### src/hdl/scadj_pkg.sv
package scadj_pkg;

    localparam int NUM_BANDS = 8;
    localparam int WW  = 17;   // one band weight, Q16
    localparam int SW  = 18;   // weight sum, at most three bands overlap
    localparam int PW  = 26;   // weight times code, signed
    localparam int CW  = 28;   // sum of weighted codes, signed
    localparam int NW  = 35;   // divider dividend
    localparam int DW  = 27;   // divider divisor
    localparam int QW  = 8;    // quotient
    localparam int LAT = 13;   // register stages from input to result

    // band code registers, index = byte address / 8
    typedef enum logic [1:0] {
        REG_HUE_SHIFT  = 2'd0,
        REG_SATURATION = 2'd1,
        REG_LIGHTNESS  = 2'd2
    } code_reg_t;

    localparam logic [8:0] BAND_CENTRE [NUM_BANDS] =
        '{9'd0, 9'd45, 9'd90, 9'd150, 9'd195, 9'd240, 9'd285, 9'd315};

    // full-strength hue span of the wrap: 180 units * 128
    localparam logic [14:0] HUE_FULL_MUL = 15'd23040;

    typedef struct packed {
        logic [7:0] sv;
        logic [7:0] lv;
        logic [7:0] h;
    } pixel_t;

    // raised-cosine window, round(65536*cos^2(2d deg)), zero from 45 up
    function automatic logic [WW-1:0] win_weight(input logic [5:0] d);
        logic [WW-1:0] w;
        unique case (d)
            6'd0:  w = 17'd65536;
            6'd1:  w = 17'd65456;
            6'd2:  w = 17'd65217;
            6'd3:  w = 17'd64820;
            6'd4:  w = 17'd64267;
            6'd5:  w = 17'd63560;
            6'd6:  w = 17'd62703;
            6'd7:  w = 17'd61700;
            6'd8:  w = 17'd60557;
            6'd9:  w = 17'd59278;
            6'd10: w = 17'd57870;
            6'd11: w = 17'd56339;
            6'd12: w = 17'd54694;
            6'd13: w = 17'd52942;
            6'd14: w = 17'd51092;
            6'd15: w = 17'd49152;
            6'd16: w = 17'd47133;
            6'd17: w = 17'd45043;
            6'd18: w = 17'd42894;
            6'd19: w = 17'd40695;
            6'd20: w = 17'd38458;
            6'd21: w = 17'd36193;
            6'd22: w = 17'd33912;
            6'd23: w = 17'd31624;
            6'd24: w = 17'd29343;
            6'd25: w = 17'd27078;
            6'd26: w = 17'd24841;
            6'd27: w = 17'd22642;
            6'd28: w = 17'd20493;
            6'd29: w = 17'd18403;
            6'd30: w = 17'd16384;
            6'd31: w = 17'd14444;
            6'd32: w = 17'd12594;
            6'd33: w = 17'd10842;
            6'd34: w = 17'd9197;
            6'd35: w = 17'd7666;
            6'd36: w = 17'd6258;
            6'd37: w = 17'd4979;
            6'd38: w = 17'd3836;
            6'd39: w = 17'd2833;
            6'd40: w = 17'd1976;
            6'd41: w = 17'd1269;
            6'd42: w = 17'd716;
            6'd43: w = 17'd319;
            6'd44: w = 17'd80;
            default: w = '0;
        endcase
        return w;
    endfunction

endpackage

### src/hdl/scadj_div.sv
module scadj_div
(
    input  logic                     clk,
    input  logic                     en,
    input  logic [scadj_pkg::NW-1:0] num,
    input  logic [scadj_pkg::DW-1:0] den,
    output logic [scadj_pkg::QW-1:0] quo
);

    localparam int NW = scadj_pkg::NW;
    localparam int DW = scadj_pkg::DW;
    localparam int QW = scadj_pkg::QW;

    // one quotient bit per stage, most significant first
    logic [NW-1:0] rem_reg [QW];
    logic [DW-1:0] den_reg [QW];
    logic [QW-1:0] q_reg   [QW];

    genvar s;
    generate
        for (s = 0; s < QW; s++)
        begin : g_stage
            logic [NW-1:0] rem_in, trial;
            logic [DW-1:0] den_in;
            logic [QW-1:0] q_in;
            logic          take;

            if (s == 0)
            begin : g_first
                assign rem_in = num;
                assign den_in = den;
                assign q_in   = '0;
            end
            else
            begin : g_rest
                assign rem_in = rem_reg[s-1];
                assign den_in = den_reg[s-1];
                assign q_in   = q_reg[s-1];
            end

            assign trial = NW'(den_in) << (QW - 1 - s);
            assign take  = (rem_in >= trial);

            always_ff @(posedge clk)
            begin
                if (en)
                begin
                    rem_reg[s] <= take ? rem_in - trial : rem_in;
                    den_reg[s] <= den_in;
                    q_reg[s]   <= q_in | (QW'(take) << (QW - 1 - s));
                end
            end
        end
    endgenerate

    assign quo = q_reg[QW-1];

endmodule

### config.mk
export PLATFORM = sky130hd
export DESIGN_NAME = scadj_div
export DESIGN_NICKNAME = d
export VERILOG_FILES = /design/src/hdl/scadj_pkg.sv /design/src/hdl/scadj_div.sv
export SDC_FILE = /design/constraint.sdc
export NUM_CORES = 1
export LEC_CHECK = 0
export BUFFER_PORTS_ARGS = -buffer_cell sky130_fd_sc_hd__buf_2
export CORE_MARGIN = 2
export CORE_UTILIZATION = 55
export CTS_BUF_LIST = sky130_fd_sc_hd__clkbuf_8 sky130_fd_sc_hd__clkbuf_16
export DETAILED_ROUTE_END_ITERATION = 7
export PLACE_DENSITY = 0.72
export REMOVE_ABC_BUFFERS = 1
export SYNTH_ARGS = -nofsm -noshare
export SYNTH_HDL_FRONTEND = slang
export SYNTH_SLANG_ARGS = --single-unit
### constraint.sdc
create_clock -name clk -period 8.1 [get_ports clk]
set_input_delay 1.215 -clock clk [delete_from_list [all_inputs] [get_ports clk]]
set_output_delay 1.215 -clock clk [all_outputs]
set_load 0.01 [all_outputs]
=== Word level (Yosys, flattened, before mapping) ===
Memory sizes are Yosys's and may differ from the RTL's.
Index checks and enable logic that the tools add are counted.

* Flip-flop bits (word level): 0
* Memories: 3
* Memory bits (writable): 560

* Mux-type cells: 10
* $add $sub $neg: 8
* Bitwise gates (word level): 7
* Order comparisons: 8

{| class="wikitable"
|+ Memories
! name !! depth !! bits a word !! rd ports !! clocked after Yosys merged registers in !! write ports !! line !! RTL
|-
| rem_reg || 8 || 35 || 7 || 0 || 8 || scadj_div.sv:15 || <nowiki>logic [NW-1:0] rem_reg [QW];</nowiki>
|-
| den_reg || 8 || 27 || 7 || 0 || 8 || scadj_div.sv:16 || <nowiki>logic [DW-1:0] den_reg [QW];</nowiki>
|-
| q_reg || 8 || 8 || 8 || 0 || 8 || scadj_div.sv:17 || <nowiki>logic [QW-1:0] q_reg [QW];</nowiki>
|}

{| class="wikitable"
|+ Operators by type and width
! kind !! count
|-
| 2-to-1 mux 35 bit || 8
|-
| >= comparator 35 x 27 -> 1 bit || 1
|-
| >= comparator 35 x 28 -> 1 bit || 1
|-
| >= comparator 35 x 29 -> 1 bit || 1
|-
| >= comparator 35 x 30 -> 1 bit || 1
|-
| >= comparator 35 x 31 -> 1 bit || 1
|-
| >= comparator 35 x 32 -> 1 bit || 1
|-
| >= comparator 35 x 33 -> 1 bit || 1
|-
| >= comparator 35 x 34 -> 1 bit || 1
|-
| subtractor 35 x 27 -> 35 bit || 1
|-
| subtractor 35 x 28 -> 35 bit || 1
|-
| subtractor 35 x 29 -> 35 bit || 1
|-
| subtractor 35 x 30 -> 35 bit || 1
|-
| subtractor 35 x 31 -> 35 bit || 1
|-
| subtractor 35 x 32 -> 35 bit || 1
|-
| subtractor 35 x 33 -> 35 bit || 1
|-
| subtractor 35 x 34 -> 35 bit || 1
|-
| OR 8 x 1 -> 8 bit || 1
|-
| OR 8 x 2 -> 8 bit || 1
|-
| OR 8 x 3 -> 8 bit || 1
|-
| OR 8 x 4 -> 8 bit || 1
|-
| OR 8 x 5 -> 8 bit || 1
|-
| OR 8 x 6 -> 8 bit || 1
|-
| OR 8 x 7 -> 8 bit || 1
|-
| 2-to-1 mux 1 bit || 2
|}

=== Longest topological paths before layout ===
An unclocked memory read counts as a cell.

* Depth after elaboration: 3
* Depth in mapped cells: 15

=== Worst setup path before layout ===
Ideal clock, no wire load.

* Path kind: input to register
* Start: in den[2] (netlist name)
* End: mem rem_reg[0][30], data pin
* Arrival: 3.561 ns
* Stages on the path: 11
* Path slack: 4.268 ns
* Path through: inv_1 ha_1 a211oi_2 o21ai_1 a211o_1 a2111oi_2 nor3_1 a211oi_2 o21ai_1 a2111oi_0 nor3_1

{| class="wikitable"
|+ RTL lines
! what !! line !! RTL
|-
| start, declared || scadj_div.sv:6 || <nowiki>input logic [scadj_pkg::DW-1:0] den,</nowiki>
|-
| end, declared || scadj_div.sv:15 ||
|}

==> flow_results.org <==
** Final layout
- Number of flip-flops under the largest register name :: 245
- Fin nets :: 2980
- 0 antenna diodes ended up in the layout.
- Area growth, synth to finish :: 9.36%
- For this run, the share of the core covered by cells in the final layout is about three fifths.
- Cells with a size suffix above 1 make up approximately 7.9% of the layout.

** Yosys
- Biggest area consumer among synthesized cells :: sky130_fd_sc_hd__edfxtp_1
- FF+latch count, synth :: 470
- Count of flip-flops with a built-in enable after synthesis :: 470
- After synthesis, the most frequently instantiated cells are sky130_fd_sc_hd__edfxtp_1 (470), sky130_fd_sc_hd__inv_1 (261), sky130_fd_sc_hd__ha_1 (216).
- Count of mapped cells out of synthesis :: approximately 2600
- Of all flip-flops after synthesis, the portion carrying an async set or reset was 0%.
- Dividing the synthesized area by the synthesized cell count gives 10.6 µm².
- Top cells by area in the synthesized netlist :: sky130_fd_sc_hd__edfxtp_1 (50%), sky130_fd_sc_hd__ha_1 (9.6%), sky130_fd_sc_hd__a21oi_1 (3.6%)
- Synth warnings :: 0
- By instance count, the leading cell after synthesis is sky130_fd_sc_hd__edfxtp_1.
- In this run the cell area of the synthesized design comes to 28100 µm².
- Sequential share of the synthesized area :: 50.2%
- Synth unique cells :: between 80 and 90
- Top cell type's share of synthesized area :: between 50 and 60%
- Most used flip-flop cell after synthesis :: sky130_fd_sc_hd__edfxtp_1

** Setup path
- Largest fanout on the critical path :: 53
- On the critical path, the stage with the largest delay is an instance of sky130_fd_sc_hd__nand2b_2.
- The signal on the critical path passes through inv_1, ha_1, inv_1, fa_1, a211oi_2, o21ai_1, a2111oi_2, nor3_2, buf_4, a221o_1, a21oi_2, nand2b_2, mux2_1.
- The worst register-to-register path has a setup slack of about 4000 ps.
- Kind of launch point of the worst setup path :: flip-flop
- For the worst setup path, the data required time is approximately 8500 ps.
- Type of the setup path with the least slack :: reg2reg
- STA classifies the critical path endpoint as a flip-flop.
- CP max stage delay :: about 590 ps
- Data arrival at the endpoint of the critical path :: roughly 4500 ps
- Cell repeated most along the worst path :: sky130_fd_sc_hd__inv_1

** STA
- The worst path uses between 50% and 60% of the clock period.
- Tightest slew margin relative to the limit :: 30.2%
- Min cycle time layout :: around 4100 ps
- Derived from the worst setup path, the maximum achievable clock frequency is ~0.24 GHz.
- Across all hold checks on the routed design, the worst slack comes to roughly 420 ps.
- For the final routed database, the setup TNS stands at 0 ps.
- Slew at the pin closest to its max-slew limit :: roughly 1000 ps
- Worst setup skew after layout :: a little over 20 ps
- The number of pins with negative max-slew slack in the final report is 0.
- Unrepaired setup endpoints after global routing :: false
- Count of endpoints failing setup in the final report :: 0
- Final hold violations :: 0

** Placed design
- Dpl hpwl :: 45100 µm
- Weighted congestion reported at the end of routability-driven placement :: between 0.9 and 1
- Buffers on Ports :: 71

** Clock tree
- The clock passes through at most 3 buffers.
- Root Buffer :: sky130_fd_sc_hd__clkbuf_16
- Number of gates resized after cts :: 0
- Clock Latency Late Sink :: 600 ps
- TritonCTS clock tree :: built
- Buffers inserted by post-CTS timing repair :: 0
- CTS clk-pin slew, worst paths :: approximately 60 ps
- The H-tree was split into 2 levels.
- Post-CTS Hold Fix Bufs :: 0
- Clock buffer count from CTS :: 50
- CTS Sinks :: 470

** Routing
- Detailed-route wire length per cell :: 17.3 µm
- The count of nets left with antenna violations once routing finished came out at 0.
- In the routed design, unresolved DRC markers number 0.
- The detailed router finished its first iteration with between 1000 and 1500 violations.
- Via count :: slightly below 20000
- The first TritonRoute pass finished after 6 iterations.
- Ratio of routed vias to standard cells :: between 5 and 6
- Total wire length :: slightly below 60000 µm

** Global route
- The number of global-route vias before repair was 19314.
- Aggregate global routing overflow :: 0
- Global routing consumed, over all layers together, roughly 22% of the routing resources.
- Global-route wire length before repair :: approximately 96000 µm
- The initial antenna violation count came to 0.
- Largest net degree at the start of global routing :: about 130

** Power
- Total power for the finished layout comes to 10200 µW.
- Power spread over the standard cell area amounts to 331 nW/µm².
- Static leakage :: about 0.013 µW
- The worst-case IR drop observed on VDD is 0.202 mV.

** Die
- Overall die width :: 230 µm
- Total die area :: 52900 µm²
- In this run the standard cell core region covers around 50000 µm².
- During I/O placement, the number of pins put on the boundary was between 70 and 80.
- The initial utilization of the core area, before any placement, comes to around 56%.
- The die is roughly 230 µm tall.
- Count of standard-cell rows :: 82

** Status
- Result of the run :: completed

** Flow run
- Number of max-capacitance violations reported :: 0

** Min path
- Min-Delay Path Class :: reg2reg
==> layout make-up <==
cell class | instances | area [µm²]
Multi-Input combinational cell | 1826 | 12700
Inverter | 261 | 980
Clock buffer | 50 | 1250
Sequential cell | 470 | 14100
Clock inverter | 39 | 375
Tap cell | 672 | 841
Fill cell | 4062 | 19600
Timing Repair Buffer | 84 | 475
==> cells by family after synthesis <==
| logic type | synth area share, % |
|---|---|
| fa+ha+maj | 10.1 |
| simple gates | 11.5 |
| mux | 2.02 |
| xor+xnor | 5.39 |
| compound gates | 15.9 |
| buf+inv | 4.81 |
| flops | 50.2 |
==> power by group <==
group          internal, µW  leakage [µW]  switching, µW
clock network          1320      0.000804            934
logic                  1780       0.00720           2330
registers              3500       0.00457            320
total                  6590        0.0126           3590
==> layer usage <==
layer / track usage [%] / up-vias / part of all wire (%)
li1: - / 9761 / -
met1: 26.5 / 9021 / 42
met2: 40.0 / 507 / 49
met3: 3.08 / 154 / 3.8
met4: 11.0 / 0 / 5.2
met5: 0 / - / 0
==> critical path, delay by kind of cell (launching register included) <==
kind | cells | cell delay, ps
adders and majority gates | 2 | 600
DFF | 1 | 380
buffers and inverters | 3 | 310
muxes | 1 | 550
AOI/OAI and AO/OA | 5 | 1330
and+or+nand+nor | 2 | 680
==> cell usage in the layout, fill, tap and decap left out, types with 30 or more instances in the layout <==
cell type                   count
sky130_fd_sc_hd__nand3_1       43
sky130_fd_sc_hd__nand4_1       47
sky130_fd_sc_hd__o21ai_0      182
sky130_fd_sc_hd__nand2b_1      30
sky130_fd_sc_hd__xor2_1        78
sky130_fd_sc_hd__ha_1         216
sky130_fd_sc_hd__nand2_1      205
sky130_fd_sc_hd__inv_1        268
sky130_fd_sc_hd__nor3_1        42
sky130_fd_sc_hd__buf_2         70
sky130_fd_sc_hd__xnor2_1       95
sky130_fd_sc_hd__a21oi_1      203
sky130_fd_sc_hd__nor2_1       171
sky130_fd_sc_hd__clkbuf_16     50
sky130_fd_sc_hd__edfxtp_1     470
sky130_fd_sc_hd__o21a_1        30
sky130_fd_sc_hd__a21o_1        98
sky130_fd_sc_hd__nor2b_1       30
==> through the flow <==
| step | setup WS [ps] | instances | area [µm²] |
|---|---|---|---|
| after floorplan | 2670 | 2557 | 27700 |
| after global placement | 3680 | 3313 | 29100 |
| after detailed placement | 3510 | 3313 | 29100 |
| after CTS | 3970 | 3402 | 30700 |
| after global routing | 3720 | 3402 | 30700 |
| final | 3980 | 3402 | 30700 |
==> worst paths after layout <==
check / startpoint / end / cells past startpoint
hold reg to reg: q_reg[1][6] / q_reg[1][14] / 0
hold / removal: q_reg[1][6] / q_reg[1][14] / 0
setup / recovery: rem_reg[3][3] / rem_reg[4][23] / 13
setup reg to reg: rem_reg[3][3] / rem_reg[4][23] / 13
Note: power is estimated with default switching activity, not from simulation.
