==> src/hdl/scadj_pkg.sv <==
package scadj_pkg;

    localparam int NUM_BANDS = 8;
    localparam int WW  = 17;   // one band weight, Q16
    localparam int SW  = 18;   // weight sum, at most three bands overlap
    localparam int PW  = 26;   // weight times code, signed
    localparam int CW  = 28;   // sum of weighted codes, signed
    localparam int NW  = 35;   // divider dividend
    localparam int DW  = 27;   // divider divisor
    localparam int QW  = 8;    // quotient
    localparam int LAT = 13;   // register stages from input to result

    // band code registers, index = byte address / 8
    typedef enum logic [1:0] {
        REG_HUE_SHIFT  = 2'd0,
        REG_SATURATION = 2'd1,
        REG_LIGHTNESS  = 2'd2
    } code_reg_t;

    localparam logic [8:0] BAND_CENTRE [NUM_BANDS] =
        '{9'd0, 9'd45, 9'd90, 9'd150, 9'd195, 9'd240, 9'd285, 9'd315};

    // full-strength hue span of the wrap: 180 units * 128
    localparam logic [14:0] HUE_FULL_MUL = 15'd23040;

    typedef struct packed {
        logic [7:0] sv;
        logic [7:0] lv;
        logic [7:0] h;
    } pixel_t;

    // raised-cosine window, round(65536*cos^2(2d deg)), zero from 45 up
    function automatic logic [WW-1:0] win_weight(input logic [5:0] d);
        logic [WW-1:0] w;
        unique case (d)
            6'd0:  w = 17'd65536;
            6'd1:  w = 17'd65456;
            6'd2:  w = 17'd65217;
            6'd3:  w = 17'd64820;
            6'd4:  w = 17'd64267;
            6'd5:  w = 17'd63560;
            6'd6:  w = 17'd62703;
            6'd7:  w = 17'd61700;
            6'd8:  w = 17'd60557;
            6'd9:  w = 17'd59278;
            6'd10: w = 17'd57870;
            6'd11: w = 17'd56339;
            6'd12: w = 17'd54694;
            6'd13: w = 17'd52942;
            6'd14: w = 17'd51092;
            6'd15: w = 17'd49152;
            6'd16: w = 17'd47133;
            6'd17: w = 17'd45043;
            6'd18: w = 17'd42894;
            6'd19: w = 17'd40695;
            6'd20: w = 17'd38458;
            6'd21: w = 17'd36193;
            6'd22: w = 17'd33912;
            6'd23: w = 17'd31624;
            6'd24: w = 17'd29343;
            6'd25: w = 17'd27078;
            6'd26: w = 17'd24841;
            6'd27: w = 17'd22642;
            6'd28: w = 17'd20493;
            6'd29: w = 17'd18403;
            6'd30: w = 17'd16384;
            6'd31: w = 17'd14444;
            6'd32: w = 17'd12594;
            6'd33: w = 17'd10842;
            6'd34: w = 17'd9197;
            6'd35: w = 17'd7666;
            6'd36: w = 17'd6258;
            6'd37: w = 17'd4979;
            6'd38: w = 17'd3836;
            6'd39: w = 17'd2833;
            6'd40: w = 17'd1976;
            6'd41: w = 17'd1269;
            6'd42: w = 17'd716;
            6'd43: w = 17'd319;
            6'd44: w = 17'd80;
            default: w = '0;
        endcase
        return w;
    endfunction

endpackage

==> src/hdl/scadj_numer.sv <==
module scadj_numer
(
    input  logic                            clk,
    input  logic                            en,
    input  logic [scadj_pkg::SW-1:0]        wsum,
    input  logic signed [scadj_pkg::CW-1:0] ch,
    input  logic signed [scadj_pkg::CW-1:0] cs,
    input  logic signed [scadj_pkg::CW-1:0] cl,
    input  scadj_pkg::pixel_t               pix,
    output logic [scadj_pkg::NW-1:0]        num_h,
    output logic [scadj_pkg::DW-1:0]        den_h,
    output logic [scadj_pkg::NW-1:0]        num_l,
    output logic [scadj_pkg::DW-1:0]        den_l,
    output logic [scadj_pkg::NW-1:0]        num_s,
    output logic [scadj_pkg::DW-1:0]        den_s
);

    localparam int NW = scadj_pkg::NW;
    localparam int DW = scadj_pkg::DW;

    // push toward full (c > 0) or toward zero: n = v*f + (255-v)*c'
    function automatic logic [2*NW-1:0] push_terms(input logic [7:0] v,
                                                   input logic signed [scadj_pkg::CW-1:0] c,
                                                   input logic [DW-1:0] den);
        logic               pos;
        logic signed [28:0] f;
        logic [NW-1:0]      a;
        logic [NW-1:0]      b;
        pos = !c[scadj_pkg::CW-1] && (c != '0);
        f   = $signed({2'b00, den}) + (pos ? 29'sd0 : 29'(c));
        a   = NW'(v) * NW'(f[DW-1:0]);
        b   = pos ? NW'(8'd255 - v) * NW'(c[DW-1:0]) : '0;
        return {a, b};
    endfunction

    // stage A
    logic [24:0]          denh_reg, denh_next;
    logic [25:0]          denl_reg, denl_next;
    logic [32:0]          full_reg, full_next;
    logic signed [NW-1:0] hn_reg, hn_next;
    logic [NW-1:0]        sa_reg, sb_reg, la_reg, lb_reg;
    logic [2*NW-1:0]      s_terms, l_terms;
    logic [32:0]          hd;

    // stage B
    logic [NW-1:0]        nh_reg, nh_next, nl_reg, nl_next, ns_reg, ns_next;
    logic [DW-1:0]        dh_reg, dh_next, dl_reg, dl_next, ds_reg, ds_next;
    logic signed [NW-1:0] fulls;
    logic [NW-1:0]        hw, lsum, ssum;

    always_comb
    begin
        denh_next = {wsum, 7'b0};
        denl_next = {wsum, 8'b0};
        full_next = 33'(wsum) * 33'(scadj_pkg::HUE_FULL_MUL);
        hd        = 33'(pix.h) * 33'(denh_next);
        hn_next   = $signed({2'b00, hd}) + (NW'(ch) * 35'sd15);
        s_terms   = push_terms(pix.sv, cs, DW'(denh_next));
        l_terms   = push_terms(pix.lv, cl, DW'(denl_next));
    end

    always_comb
    begin
        fulls = $signed({2'b00, full_reg});
        if (hn_reg[NW-1])
            hw = NW'(hn_reg + fulls);
        else if (hn_reg >= fulls)
            hw = NW'(hn_reg - fulls);
        else
            hw = NW'(hn_reg);
        lsum    = la_reg + lb_reg;
        ssum    = sa_reg + sb_reg;
        // round half up: floor((2n + d) / 2d)
        nh_next = (hw << 1) + NW'(denh_reg);
        dh_next = DW'({denh_reg, 1'b0});
        nl_next = (lsum << 1) + NW'(denl_reg);
        dl_next = DW'({denl_reg, 1'b0});
        ns_next = (ssum << 1) + NW'(denh_reg);
        ds_next = DW'({denh_reg, 1'b0});
    end

    always_ff @(posedge clk)
    begin
        if (en)
        begin
            denh_reg <= denh_next;
            denl_reg <= denl_next;
            full_reg <= full_next;
            hn_reg   <= hn_next;
            sa_reg   <= s_terms[2*NW-1:NW];
            sb_reg   <= s_terms[NW-1:0];
            la_reg   <= l_terms[2*NW-1:NW];
            lb_reg   <= l_terms[NW-1:0];
            nh_reg   <= nh_next;
            dh_reg   <= dh_next;
            nl_reg   <= nl_next;
            dl_reg   <= dl_next;
            ns_reg   <= ns_next;
            ds_reg   <= ds_next;
        end
    end

    assign num_h = nh_reg;
    assign den_h = dh_reg;
    assign num_l = nl_reg;
    assign den_l = dl_reg;
    assign num_s = ns_reg;
    assign den_s = ds_reg;

endmodule

==> config.mk <==
export PLATFORM = sky130hd
export DESIGN_NAME = scadj_numer
export DESIGN_NICKNAME = d
export VERILOG_FILES = /design/src/hdl/scadj_pkg.sv /design/src/hdl/scadj_numer.sv
export SDC_FILE = /design/constraint.sdc
export NUM_CORES = 2
export LEC_CHECK = 0
export BUFFER_PORTS_ARGS = -buffer_cell sky130_fd_sc_hd__buf_2
export CORE_MARGIN = 4
export CORE_UTILIZATION = 33
export DETAILED_ROUTE_END_ITERATION = 10
export SETUP_SLACK_MARGIN = 0.05
export SLEW_MARGIN = 10
export SYNTH_ARGS = -nofsm -noshare
export SYNTH_HDL_FRONTEND = slang
export SYNTH_SLANG_ARGS = --single-unit
==> constraint.sdc <==
create_clock -name clk -period 10.6 [get_ports clk]
set_clock_uncertainty 0.15 [all_clocks]
set_input_delay 2.12 -clock clk [delete_from_list [all_inputs] [get_ports clk]]
set_output_delay 2.12 -clock clk [all_outputs]
set_load 0.01 [all_outputs]
### After elaboration in Yosys (flattened, before gate mapping)

Cells that the tools add are included.

| operators by class | value |
|---|---|
| add/subtract/negate cells | 12 |
| $mul | 7 |
| divide/modulo/power cells | 0 |
| order comparisons | 1 |
| equality and inequality tests | 0 |
| shift-type cells | 0 |
| muxes and demuxes | 4 |
| bitwise gates (word level) | 0 |
| reductions and logical operators | 6 |

Operators with widths:

| kind | number |
|---|---|
| 34-bit adder | 3 |
| 35-bit by 25-bit adder with 35-bit output | 2 |
| 8-bit by 27-bit multiplier with 34-bit output | 2 |
| 9-bit by 28-bit multiplier with 34-bit output | 2 |
| 34-bit 2-to-1 mux | 2 |
| 28-bit nonzero test | 2 |
| 27-bit 2-to-1 mux | 2 |
| 34-bit by 33-bit adder with 35-bit output | 1 |
| 35-bit by 26-bit adder with 35-bit output | 1 |
| 35-bit by 34-bit greater-or-equal comparator with 1-bit output | 1 |
| 34-bit subtractor | 1 |
| 28-bit by 5-bit multiplier with 33-bit output (second input constant) | 1 |
| 26-bit by 27-bit adder with 27-bit output | 1 |
| 27-bit adder | 1 |
| 8-bit by 18-bit multiplier with 26-bit output | 1 |
| 18-bit by 6-bit multiplier with 24-bit output (second input constant) | 1 |
| 8-bit by 8-bit subtractor with 9-bit output (first input constant) | 2 |
| 1-bit logical AND | 2 |
| 1-bit zero test | 2 |

| word-level totals | value |
|---|---|
| register bits | 336 |
| bits in latches | 0 |
| bits in writable memories | 0 |
| ROM bits | 0 |
| bits of input ports | 128 |
| output and inout port bits | 186 |
| memories | 0 |

### Logic depth before layout (Yosys ltp)

| depth | value |
|---|---|
| depth in word-level cells | 5 |
| gate-level depth with buffers | 36 |

### Least setup slack after synthesis

OpenSTA, ideal clock, no wires.

| timing | value |
|---|---|
| path type | input-to-reg |
| start | input cl[5] (netlist bit) |
| end | register la_reg[32], data pin |
| setup time | 0.265 ns |
| arrival time | 9.503 ns |
| setup slack | 0.681 ns |
| cell stages on the path | 34 |
| path buffers | 2 |
| cell sequence | nor4_1 > nand4_1 > o21bai_1 > clkbuf_1 > clkbuf_1 > and2_1 > ha_1 > a21o_1 > a21oi_1 > o21bai_1 > a21oi_1 > o21ai_0 > a211oi_1 > nor2_1 > o21a_1 > nor2_1 > xnor2_1 > and2_1 > fa_1 > fa_1 > fa_1 > inv_1 > fa_1 > inv_1 > ha_1 > a21o_1 > a21o_1 > o41ai_1 > a21o_1 > o21ai_0 > or4_1 > a31oi_1 > o21ai_0 > xor2_1 |

| on the way | value |
|---|---|
| longest elaborated chain between the ends | 5 |

RTL lines:

| item | line | text |
|---|---|---|
| start: declaration | scadj_numer.sv:8 | `input logic signed [scadj_pkg::CW-1:0] cl,` |
| 28-bit nonzero test | scadj_numer.sv:29 | `pos = !c[scadj_pkg::CW-1] && (c != '0);` |
| 1-bit logical AND | scadj_numer.sv:29 |  |
| 27-bit 2-to-1 mux * | scadj_numer.sv:30 | `f = $signed({2'b00, den}) + (pos ? 29'sd0 : 29'(c));` |
| 27-bit adder * | scadj_numer.sv:30 |  |
| 8-bit by 27-bit multiplier with 34-bit output * | scadj_numer.sv:31 | `a = NW'(v) * NW'(f[DW-1:0]);` |
| named net l_terms[67] | scadj_numer.sv:42 | `logic [2*NW-1:0] s_terms, l_terms;` |
| end signal: assignment | scadj_numer.sv:92 | `la_reg <= l_terms[2*NW-1:NW];` |
| end: declaration | scadj_numer.sv:41 | `logic [NW-1:0] sa_reg, sb_reg, la_reg, lb_reg;` |

The timed path passes the listed nets; every way through them passes the cells marked *.
A chain may end at the register's enable or synchronous reset.

### Final worst setup path

| timing | value |
|---|---|
| start | input cs[24] (netlist bit) |
| end | register sa_reg[31], data pin |

| on the way | value |
|---|---|
| longest elaborated chain between the ends | 5 |

RTL lines:

| item | line | text |
|---|---|---|
| start: declaration | scadj_numer.sv:7 | `input logic signed [scadj_pkg::CW-1:0] cs,` |
| 28-bit nonzero test | scadj_numer.sv:29 |  |
| 1-bit logical AND | scadj_numer.sv:29 |  |
| 27-bit 2-to-1 mux * | scadj_numer.sv:30 |  |
| 26-bit by 27-bit adder with 27-bit output * | scadj_numer.sv:30 |  |
| 8-bit by 27-bit multiplier with 34-bit output * | scadj_numer.sv:31 |  |
| named net s_terms[66] | scadj_numer.sv:42 |  |
| end signal: assignment | scadj_numer.sv:90 | `sa_reg <= s_terms[2*NW-1:NW];` |
| end: declaration | scadj_numer.sv:41 |  |

Marks and branches as above.

==> flow_summary.yaml <==
detailed_routing:
  ant_nets: 0
  post_drt_wl_per_cell_um: 18.9
  drtIter0Drc: 2611
  dr_wl_met2_um: 82500
  route.detailed.drc: 0
  viasPerCell: 5.00
  top_layer: "met5"
  dr.pass1.iters: 6
  routed_wl_um: 166000
  route.vias.total: 44000
  wl_met3_um: 5630
  wl_met1_um: 69700
job:
  maxCapViolations: 0
floorplanning:
  die_y_um: 430
  core_sq_um: 176000
  initial_core_util_pct: 33.3
  die_w_um: 430
  ios: 314
  rows: 154
  die_area_sq_um: 185000
sta:
  slew_headroom_pct: 3.68
  rsz0062_at_grt: "no"
  final_hold_viol_count: 0
  post-route-period-util_pct: 94.6
  tightestPinTransition_ns: 1.43
  setup_violations: 0
  final_max_slew_viol_count: 0
  period_needed_ns: 10.03
  max_freq_mhz: 99.7
  whs_ns: 0.311
synthesis:
  synth_seq_area_share_pct: 16.9
  ys_warn_count: 0
  syn-cell-area_sq_um: 58700
  synth_top_area_cell: "fa_1"
  yosysUniqueCellTypes: 103
  synth_top_area_share_pct: 27.6
  ys_ff_latch: 331
  synth_cells: 6219
  synth_area_leaders: "fa_1 28%, edfxtp_1 17%, ha_1 13%"
  synth-edff-count: 331
  syn_avg_cell_area_sq_um: 9.44
  synthFlopType: "edfxtp_1"
  async_reset_ff_share_pct: 0
critical_path:
  crit_fanout: 9
  worstPathArrival_ns: 10.27
  end_kind: "flip-flop"
  crit_path_max_incr_delay_ns: 0.57
  path_class: "in -> reg"
  r2r_slack_ns: 4.28
  critPathSlowestCell: "xnor2_1"
  crit_path_frequent_cell: "fa_1"
  cp-start-kind: "input port"
  required_ns: 10.84
final_layout:
  final-instance-count-excl-fill: 8809
  multiInputGateArea_sq_um: 44100
  largest_reg_flops: 35
  fin_area_sq_um: 64200
  syn_to_final_growth_pct: 9.33
  fill_cells: 17900
  nNetsFinal: 7981
  register_area_sq_um: 9940
  drive_above_1_share_pct: 8.08
clock_tree:
  cts_made_buffers: 43
  h-tree-depth: 2
  clkLatencyLatePin_ns: 0.63
  clk_path_buf_depth: 3
  cts_root_buffer: "clkbuf_16"
  cts_tree: "yes"
  clock-sinks: 331
  path_clk_slew_ns: 0.06
  cts_hold_buf: 0
  cts_setup_buffers: 0
global_route:
  grt_util_all_layers_pct: 17.7
  grt_pass1_wl_um: 259000
  grt_overflow: 0
  antenna_found_initial: 10
  grt_max_degree: 94
  first_global_vias: 45000
place:
  dpl-instance-area_sq_um: 62700
  dp.cells: 8725
  dpl.hpwl_um: 136000
  port_buffers: 283
  place.gp.congestion: 0.922
outcome:
  status: "finished, final reports clean"
min_path:
  hold_path_class: "reg -> reg"
-- logic make-up (layout without fill, tap and decap cells) --
logic type	count (synthesis)	count (layout)	synth area share, %
muxes	9	9	0.164
and+or+nand+nor	1934	1934	17.9
AOI/OAI and AO/OA	982	982	11.2
xor gates and xnor gates	329	329	4.91
adders and majority gates	1423	1423	40.7
DFF	331	331	16.9
buffers and inverters	1210	1426	8.25
other	1	35	0.00639
-- layout by cell type, fill, tap and decap left out, types with 224 or more instances in the layout --
| cell | instances |
|---|---|
| inv_1 | 958 |
| nand2_1 | 324 |
| buf_2 | 282 |
| fa_1 | 809 |
| xnor2_1 | 224 |
| a21oi_1 | 279 |
| ha_1 | 614 |
| and2_1 | 357 |
| edfxtp_1 | 331 |
| nand2b_1 | 233 |
| nor2b_1 | 314 |
| nor2_1 | 272 |
-- path summary, 6_finish.rpt --
kind	from	to	cells past startpoint
max	cs[24]	sa_reg[31]$_DFFE_PP_	31
min	hn_reg[1]$_DFFE_PP_	num_h[2]$_DFFE_PP_	0
max reg2reg	hn_reg[15]$_DFFE_PP_	num_h[26]$_DFFE_PP_	23
min reg2reg	hn_reg[1]$_DFFE_PP_	num_h[2]$_DFFE_PP_	0
-- per-layer routing --
layer,GRT usage (%),vias to the layer above
met5,0,-
met4,7.46,4
met3,1.53,229
met2,31.3,918
met1,22.3,22100
li1,-,20800
-- metrics by stage --
step | setup TNS, ns | util, % | setup WS, ns
6_report | 0 | 36.4 | 0.568
2_1_floorplan | 0 | - | 0.681
5_1_grt | 0 | 36.4 | 0.0651
3_3_place_gp | -0.0385 | 35.5 | -0.0385
3_5_place_dp | -0.106 | 35.5 | -0.0952
4_1_cts | 0 | 36.4 | 0.565
-- cell type report --
type	instances	area share [%]
clock buffers	49	1.71
inverters	959	5.61
repair buffers	388	3.45
diodes	5	0.0195
multi-input cells	4707	68.7
clock inverters	30	0.513
flip-flops and latches	331	15.5
well taps	2340	4.56
-- repair_timing --
| action | in CTS | in global routing |
|---|---|---|
| setup endpoints to repair | 0 | 1 |
| endpoints found under the hold margin | 0 | 0 |
| resized for setup | 0 | 1 |
-- Yosys cell counts, drive strengths merged (13+ instances only) --
| cell type | n |
|---|---|
| a211oi | 35 |
| inv | 959 |
| a31oi | 39 |
| o21ai | 159 |
| or2 | 24 |
| nor2b | 314 |
| o31ai | 23 |
| nor4 | 25 |
| o211ai | 21 |
| ha | 614 |
| o21a | 63 |
| nand4 | 15 |
| and3 | 88 |
| or3 | 33 |
| buf | 88 |
| o21bai | 34 |
| a21oi | 280 |
| edfxtp | 331 |
| nor3 | 91 |
| nand3 | 102 |
| and3b | 13 |
| xor2 | 105 |
| nand2 | 324 |
| xnor2 | 224 |
| a21o | 148 |
| fa | 809 |
| and2 | 358 |
| a21boi | 17 |
| nor2 | 274 |
| clkbuf | 163 |
| nand2b | 233 |
| a211o | 15 |
-- critical path: cells and delay by family --
family	cells	cell delay, ns
fa+ha+maj	7	2.70
compound gates	13	2.88
xor+xnor	1	0.57
buf+inv	4	0.31
simple gates	6	1.69
Power is left out: the tool's default activity adds up to more than one toggle a clock period on the data nets, which glitch-free logic cannot reach.
